$ cat config.mk
export PLATFORM = sky130hd
export DESIGN_NAME = hcbp_out_fifo_flat
export DESIGN_NICKNAME = d
export VERILOG_FILES = /design/src/rtl/hcbp_pkg.sv /design/src/rtl/hcbp_out_if.sv /design/src/rtl/hcbp_out_fifo.sv /design/src/flat_wrapper.sv
export SDC_FILE = /design/constraint.sdc
export NUM_CORES = 1
export LEC_CHECK = 0
export ABC_AREA = 1
export BUFFER_PORTS_ARGS = -buffer_cell sky130_fd_sc_hd__buf_2
export CAP_MARGIN = 10
export CELL_PAD_IN_SITES_DETAIL_PLACEMENT = 0
export CELL_PAD_IN_SITES_GLOBAL_PLACEMENT = 1
export CORE_MARGIN = 1.5
export CORE_UTILIZATION = 43
export DETAILED_ROUTE_END_ITERATION = 10
export PLACE_DENSITY = 0.87
export SLEW_MARGIN = 5
export SYNTH_ARGS = -nofsm -noshare
export SYNTH_HDL_FRONTEND = slang
export SYNTH_SLANG_ARGS = --single-unit
$ cat constraint.sdc
create_clock -name clk -period 4.83 [get_ports clk]
set_input_delay 0.7245 -clock clk [delete_from_list [all_inputs] [get_ports clk]]
set_output_delay 0.7245 -clock clk [all_outputs]
set_load 0.01 [all_outputs]
$ cat src/rtl/hcbp_pkg.sv
package hcbp_pkg;

  // Table geometry and code limits
  localparam int unsigned MAX_CODE_LEN  = 16;
  localparam int unsigned TABLE_ENTRIES = 257;
  localparam int unsigned SYM_W         = 9;
  localparam int unsigned LEN_W         = 5;
  localparam int unsigned CODE_W        = 16;
  localparam logic [SYM_W-1:0] TERM_SYMBOL = 9'h100;

  // Packing word
  localparam int unsigned WORD_BITS = 32;
  localparam int unsigned FREE_W    = 6;
  localparam int unsigned MERGE_W   = WORD_BITS + CODE_W;

  // Result queue
  localparam int unsigned FIFO_DEPTH = 4;
  localparam int unsigned FIFO_PTR_W = 2;
  localparam int unsigned FIFO_CNT_W = 3;

  typedef enum logic [1:0] {
    ACT_LOAD   = 2'd0,
    ACT_ENCODE = 2'd1,
    ACT_FINISH = 2'd2
  } action_t;

  typedef struct packed {
    logic [LEN_W-1:0]  len;
    logic [CODE_W-1:0] code;
  } code_entry_t;

  typedef struct packed {
    logic [WORD_BITS-1:0] word;
    logic                 last;
  } out_item_t;

  typedef struct packed {
    logic      en0;
    logic      en1;
    out_item_t item0;
    out_item_t item1;
  } push_t;

endpackage

$ cat src/rtl/hcbp_out_if.sv
interface hcbp_out_if;
  logic                              valid;
  logic                              ready;
  logic [hcbp_pkg::WORD_BITS-1:0]    out_word;
  logic                              last;

  modport source (output valid, output out_word, output last, input ready);
  modport sink (input valid, input out_word, input last, output ready);
endinterface

$ cat src/rtl/hcbp_out_fifo.sv
module hcbp_out_fifo (
  input  logic              clk,
  input  logic              rst_n,
  input  hcbp_pkg::push_t   push,
  output logic              room,
  hcbp_out_if.source        out_ch
);

  hcbp_pkg::out_item_t                fifo_mem_r [hcbp_pkg::FIFO_DEPTH];
  logic [hcbp_pkg::FIFO_PTR_W-1:0]    wr_ptr_r, wr_ptr_nxt;
  logic [hcbp_pkg::FIFO_PTR_W-1:0]    rd_ptr_r, rd_ptr_nxt;
  logic [hcbp_pkg::FIFO_CNT_W-1:0]    cnt_r, cnt_nxt;
  logic [hcbp_pkg::FIFO_PTR_W-1:0]    wr_ptr_b;
  logic                               pop;

  // Room for the two results one item may produce
  assign room = (cnt_r <= hcbp_pkg::FIFO_CNT_W'(hcbp_pkg::FIFO_DEPTH - 2));

  assign out_ch.valid    = (cnt_r != '0);
  assign out_ch.out_word = fifo_mem_r[rd_ptr_r].word;
  assign out_ch.last     = fifo_mem_r[rd_ptr_r].last;
  assign pop             = out_ch.valid && out_ch.ready;

  // Advance pointers and count
  always_comb begin
    wr_ptr_b   = wr_ptr_r + hcbp_pkg::FIFO_PTR_W'(push.en0);
    wr_ptr_nxt = wr_ptr_b + hcbp_pkg::FIFO_PTR_W'(push.en1);
    rd_ptr_nxt = rd_ptr_r + hcbp_pkg::FIFO_PTR_W'(pop);
    cnt_nxt    = cnt_r + hcbp_pkg::FIFO_CNT_W'(push.en0) + hcbp_pkg::FIFO_CNT_W'(push.en1)
                 - hcbp_pkg::FIFO_CNT_W'(pop);
  end

  always_ff @(posedge clk) begin
    if (!rst_n) begin
      wr_ptr_r <= '0;
      rd_ptr_r <= '0;
      cnt_r    <= '0;
    end else begin
      wr_ptr_r <= wr_ptr_nxt;
      rd_ptr_r <= rd_ptr_nxt;
      cnt_r    <= cnt_nxt;
    end
  end

  // Store pushed items
  always_ff @(posedge clk) begin
    if (push.en0) begin
      fifo_mem_r[wr_ptr_r] <= push.item0;
    end
    if (push.en1) begin
      fifo_mem_r[wr_ptr_b] <= push.item1;
    end
  end

endmodule

$ cat src/flat_wrapper.sv
// flat-port wrapper written by rule: the top's interface ports become plain ports
module hcbp_out_fifo_flat 
  (clk, rst_n, push, room, out_ch_valid, out_ch_out_word, out_ch_last, out_ch_ready);
  hcbp_out_if out_ch_i ();
  input  logic clk;
  input  logic rst_n;
  input  hcbp_pkg::push_t push;
  output logic room;
  output wire logic [$bits(out_ch_i.valid)-1:0] out_ch_valid;
  output wire logic [$bits(out_ch_i.out_word)-1:0] out_ch_out_word;
  output wire logic [$bits(out_ch_i.last)-1:0] out_ch_last;
  input wire logic [$bits(out_ch_i.ready)-1:0] out_ch_ready;
  assign out_ch_valid = out_ch_i.valid;
  assign out_ch_out_word = out_ch_i.out_word;
  assign out_ch_last = out_ch_i.last;
  assign out_ch_i.ready = out_ch_ready;
  hcbp_out_fifo u_core (.clk(clk), .rst_n(rst_n), .push(push), .room(room), .out_ch(out_ch_i));
endmodule
==> results of run 1 <==
[logic make-up (layout without fill, tap and decap cells)]
logic type	Yosys count	in the layout	synth area share, %
AND/OR/NAND/NOR	490	490	27.0
buffers and inverters	144	233	8.69
flip-flops	139	139	54.7
AO/OA/AOI/OAI	106	106	8.22
adder cells (fa/ha/maj)	7	7	1.37
other	0	2	0
[per-layer routing]
metal  routed length (um)  share of wire, %  global-route usage, %  vias to the layer above
met4                  235               1.3                   7.77                        0
li1                     -                 -                      -                     3108
met3                 1040               5.6                   3.83                       15
met2                 9270                50                   35.8                      199
met5                    0                 0                      0                        -
met1                 8160                44                   27.2                     2951
[registers in the layout, indices dropped and copies added, names as in the netlist]
signal and cells:
u_core.cnt_r 3, u_core.fifo_mem_r 132, u_core.rd_ptr_r 2, u_core.wr_ptr_r 2
[through the flow]
| stage | power [mW] | area [sq um] | std cells |
|---|---|---|---|
| after detailed placement | 2.99 | 8150 | 1168 |
| after CTS | 4.42 | 8790 | 1200 |
| after global placement | 2.98 | 8150 | 1168 |
| after floorplan | 2.55 | 7500 | 886 |
| after global routing | 4.63 | 8800 | 1202 |
| final | 4.38 | 8800 | 1202 |
[synth_stat cells]
library cell / number
inv_1: 79
o211ai_1: 33
o21ai_0: 38
nand3_2: 1
a21oi_1: 34
a31o_2: 1
nor2_1: 4
nand3_1: 137
fa_1: 2
buf_4: 3
clkbuf_1: 15
or2_2: 1
edfxtp_1: 132
clkinv_1: 1
nand2_1: 345
buf_6: 7
and2_1: 1
ha_1: 5
inv_2: 1
dfxtp_1: 7
buf_2: 38
nor2_2: 1
[worst max-delay path, cell delays in order, from the launching register on]
cell and delay (ps):
dfxtp_2 820, buf_4 470, a21oi_1 70, o21ai_0 110, nand2_1 120, buf_2 160
[report_power, final]
group          leakage, nW  total (mW)  switching, mW  internal, mW
Sequential            1.30        1.68          0.122          1.56
Clock                0.316        1.43          0.471         0.955
Combinational         2.41        1.28          0.854         0.422
[final cells by class]
cell class	instances	area [sq um]
Antenna cell	2	5.00
Clock buffer	24	482
Clock inverter	8	164
Fill cell	1648	8380
Inverter	81	304
Multi-Input combinational cell	603	2810
Sequential cell	139	4110
Tap cell	225	282
Timing Repair Buffer	120	638
[path summary, 6_finish.rpt]
kind                           start                  endpoint  cells past startpoint
setup / recovery  u_core.rd_ptr_r[1]       out_ch_out_word[31]                      5
hold / removal                 rst_n        u_core.rd_ptr_r[0]                      3
setup reg to reg  u_core.wr_ptr_r[0]  u_core.fifo_mem_r[1][29]                      7
hold reg to reg      u_core.cnt_r[2]           u_core.cnt_r[2]                      3
==> flow_metrics.py, run 1 <==
metrics = {
    "logic_synthesis": {
        "yosysTopAreaCellShare_pct": 52.9,
        "synthTopCellsByArea": "edfxtp_1 53%, nand2_1 17%, nand3_1 9.1%",
        "synth_warnings": 0,
        "synthCells": 886,
        "syn_area_sq_mm": 0.00750,
        "synth.net_count": 964,
        "syn_area_per_cell_sq_um": 8.46,
        "ys_seq_elements": 139,
        "ys_seq_area_share_pct": 54.7,
        "synthDistinctLibCells": 22,
        "yosysTopAreaCell": "edfxtp_1",
    },
    "clock_tree": {
        "cts_sinks": 139,
        "cts_hold_buf": 0,
        "cts_made_buffers": 17,
        "clk_pin_slew_ps": 50,
        "cts_max_level": 4,
        "cts-root-buf": "clkbuf_16",
        "post_cts_resized": 0,
        "cts_buffer_depth": 2,
        "clock_latency_ps": 420,
        "cts_setup_buffers": 0,
        "cts_tree": "yes",
    },
    "floorplan": {
        "dieArea_sq_mm": 0.0182,
        "rows": 48,
        "core_sq_mm": 0.0172,
        "die_h_um": 135,
        "initial_utilization_pct": 43.7,
        "die_x_um": 135,
        "io-pin-count": 106,
    },
    "hold_path": {
        "hold_class": "in2reg",
    },
    "critical_path": {
        "crit_path_end_kind": "output port",
        "start_kind": "flop",
        "path_class": "reg2out",
        "worstPathArrival_ps": 2190,
        "worstPathMaxFanout": 37,
        "crit_required_ps": 4110,
        "r2r_slack_ps": 2170,
    },
    "sta": {
        "period_share_pct": 60.4,
        "slew_viol_final": 0,
        "layout_setup_ws_ps": 1910,
        "period_needed_ps": 2920,
        "holdWs_ps": 594,
        "setup_violations": 0,
        "rsz0062_at_grt": "no",
        "finalSetupTns_ps": 0,
        "hold_violations": 0,
        "fmax_ghz": 0.343,
        "relSlewSlack_pct": 35.1,
        "skew_ps": 5.98,
        "worstMarginPinSlew_ps": 970,
    },
    "place": {
        "hpwlAfterDp_um": 11200,
        "place_congestion": 0.761,
        "dpl_worst_slack_ps": 1640,
        "io_buffer_count": 105,
    },
    "finish": {
        "final_cell_mix": "343 x nand2_1, 134 x nand3_1, 132 x edfxtp_1",
        "fin_util_pct": 51.2,
        "drive_gt1_share_pct": 16.8,
        "syn_to_final_growth_pct": 17.3,
        "final_nets": 1040,
        "final_common_cell": "nand2_1",
    },
    "global_routing": {
        "grt_pass1_vias": 5725,
        "grt_max_degree": 68,
        "grtUsageTotal_pct": 21.1,
        "overflow": 0,
        "grt_antenna_before_repair": 2,
        "grt_first_pass_wirelength_um": 29400,
    },
    "detailed_routing": {
        "routed_wl_um": 18700,
        "drt_pass1_iterations": 6,
        "wl_per_cell_um": 15.6,
        "dr.first_iter.drc_count": 605,
        "antenna_left": 0,
        "route.detailed.drc": 0,
        "via_count": 6273,
        "via_per_inst": 5.22,
    },
    "power_and_ir_drop": {
        "ir_drop_v": 0.000298,
        "p_per_area_mw_per_mm2": 498,
        "p_leak_nw": 4.02,
    },
    "run_status": {
        "outcome": "finished, final reports clean",
    },
    "job": {
        "drv_cap": 0,
    },
}
(Power assumes the default switching activity.)
==> run 2, diff against run 1 <==
==> constraint.sdc (replaced) <==
create_clock -name clk -period 3 [get_ports clk]
set_input_delay 0.45 -clock clk [delete_from_list [all_inputs] [get_ports clk]]
set_output_delay 0.45 -clock clk [all_outputs]
set_load 0.01 [all_outputs]
==> run 2 against run 1 <==
Against the previous run:
- cell count grew 0.33%
- global-route usage increased by 1.4 points
- largest power group unchanged
- non-clock buffer count is 5 higher
- die area unchanged
- register-to-register slack worse by 1400 ps
- clock-buffer cell count decreased by 6
- worst hold slack got worse by 280 ps
==> flow_metrics.py, run 2 (synthesized netlist as in run 1, its figures left out) <==
metrics = {
    "power_and_ir_drop": {
        "total_power_mw": 7.08,
        "ir_drop_v": 0.000425,
        "p_per_area_mw_per_mm2": 799,
        "p_switching_mw": 2.44,
        "intPower_mw": 4.64,
        "seqPwrFrac_pct": 38.3,
        "comb_power_share_pct": 30.3,
        "p_clk_share_pct": 31.4,
        "p_sw_share_pct": 34.5,
        "p_leak_nw": 4.05,
    },
    "global_routing": {
        "grt_util_met3_pct": 4.84,
        "grtUsageMet2_pct": 37.9,
        "grt_antenna_before_repair": 2,
        "grt_pass1_vias": 5952,
        "gr-max-usage-layer": "met2",
        "grtUsageTotal_pct": 22.6,
        "grt_max_degree": 61,
        "overflow": 0,
        "grt_use_met1_pct": 29.0,
        "grt_first_pass_wirelength_um": 31200,
    },
    "sta": {
        "period_needed_ps": 2400,
        "period_share_pct": 79.9,
        "fmax_ghz": 0.417,
        "setup_violations": 0,
        "rsz0062_at_grt": "no",
        "slew_viol_final": 0,
        "hold_violations": 0,
        "skew_ps": 4.37,
        "worstMarginPinSlew_ps": 1060,
        "relSlewSlack_pct": 29.4,
    },
    "critical_path": {
        "slowest_stage": "dfxtp_2",
        "worstPathArrival_ps": 1950,
        "path_cells": "buf_4, o211ai_1, nand2_1, buf_2",
        "max_stage_delay_ps": 780,
        "worstPathMaxFanout": 30,
        "crit_path_end_kind": "output port",
        "r2r_end": "u_core.fifo_mem_r[1][25]",
        "r2r-start": "u_core.wr_ptr_r[0]",
        "r2r_slack_ps": 790,
        "crit_required_ps": 2550,
        "rr_worst_depth": 6,
        "start_kind": "flop",
        "path_class": "reg2out",
    },
    "floorplan": {
        "die_x_um": 135,
        "io-pin-count": 106,
        "rows": 48,
        "die_h_um": 135,
        "initial_utilization_pct": 43.7,
        "core_sq_mm": 0.0172,
        "dieArea_sq_mm": 0.0182,
    },
    "clock_tree": {
        "clock_latency_ps": 420,
        "cts_hold_buf": 0,
        "clk_pin_slew_ps": 60,
        "cts_setup_buffers": 0,
        "cts_buffer_depth": 2,
        "post_cts_resized": 0,
        "cts-root-buf": "clkbuf_16",
        "cts_tree": "yes",
        "cts_sinks": 139,
        "cts_made_buffers": 17,
        "cts_max_level": 4,
    },
    "detailed_routing": {
        "routed_wl_um": 19700,
        "dr.first_iter.drc_count": 499,
        "via_count": 6301,
        "route.detailed.drc": 0,
        "wl_per_cell_um": 16.3,
        "drt_pass1_iterations": 7,
        "via_per_inst": 5.22,
        "antenna_left": 0,
    },
    "hold_path": {
        "hold_class": "in2reg",
        "hold-path-endpoint": "u_core.rd_ptr_r[0]",
        "hold_depth": 3,
        "hp-start": "rst_n",
    },
    "finish": {
        "final_common_cell": "nand2_1",
        "largest_register_ffs": 132,
        "multi_input_area_sq_mm": 0.00281,
        "final_nets": 1045,
        "design_area_sq_mm": 0.00886,
        "syn_to_final_growth_pct": 18.1,
        "largest-register": "u_core.fifo_mem_r",
        "n_fill_cell": 1646,
        "top_regs": "u_core.fifo_mem_r (132), u_core.cnt_r (3)",
        "regArea_sq_mm": 0.00411,
        "final_cell_mix": "343 x nand2_1, 134 x nand3_1, 132 x edfxtp_1",
        "final_cells": 1206,
        "drive_gt1_share_pct": 17.6,
    },
    "run_status": {
        "outcome": "finished, final reports clean",
    },
    "place": {
        "io_buffer_count": 105,
        "hpwlAfterDp_um": 11900,
        "place_congestion": 0.765,
        "placed_cells": 1173,
        "placed_area_sq_mm": 0.00823,
    },
    "job": {
        "drv_cap": 0,
    },
}
[run 2: cell count changes in the layout (fill, tap and decap cells not counted), sizes merged]
cell	change
buf	+5
diode	-1
clkbuf	-6
inv	+3
clkinvlp	+1
bufinv	-1
clkinv	+3
[run 2: layer usage]
layer	up-vias	wire length, um
met2	203	9780
li1	3114	-
met5	-	0
met4	0	314
met3	27	1160
met1	2957	8460
[run 2: area by class of cell]
class,instances,area share [%]
well taps,225,3.18
inverters,81,3.43
clock buffers,18,4.84
diodes,1,0.0282
flip-flops and latches,139,46.4
clock inverters,14,2.19
multi-input cells,603,31.8
repair buffers,125,8.19
[run 2: critical path, delay by kind of cell, from the launching register on]
family                 cells  cell delay [ps]
and+or+nand+nor            1              120
DFF                        1              780
buffers and inverters      2              460
AOI/OAI and AO/OA          1              160
[run 2: power groups by stage]
| stage | Clock (mW) | Sequential, mW | Combinational (mW) |
|---|---|---|---|
| finish | 2.23 | 2.71 | 2.15 |
| CTS | 2.24 | 2.71 | 2.18 |
| detailed placement | 0 | 2.75 | 2.17 |
| floorplan | 0 | 2.62 | 1.48 |
| global placement | 0 | 2.75 | 2.14 |
| global route | 2.31 | 2.75 | 2.41 |
[run 2: worst max-delay path by stage]
stage	from	end	slack (ps)	cells after the start
after floorplan	push[67]	u_core.fifo_mem_r[0][0]	-590	3
after global placement	push[67]	u_core.fifo_mem_r[1][31]	580	7
after detailed placement	push[67]	u_core.fifo_mem_r[1][30]	550	7
after CTS	u_core.rd_ptr_r[0]	out_ch_out_word[17]	590	5
after global routing	u_core.rd_ptr_r[0]	out_ch_out_word[30]	460	5
final	u_core.rd_ptr_r[1]	out_ch_out_word[26]	600	4
[run 2: stage by stage]
stage | hold slack (ps) | worst slack [ps] | utilization (%) | setup TNS, ps
2_1_floorplan | 530 | -585 | - | -38610
3_3_place_gp | 598 | 583 | 47.9 | 0
3_5_place_dp | 625 | 548 | 47.9 | 0
4_1_cts | 301 | 589 | 51.6 | 0
5_1_grt | 321 | 456 | 51.6 | 0
6_report | 316 | 603 | 51.6 | 0
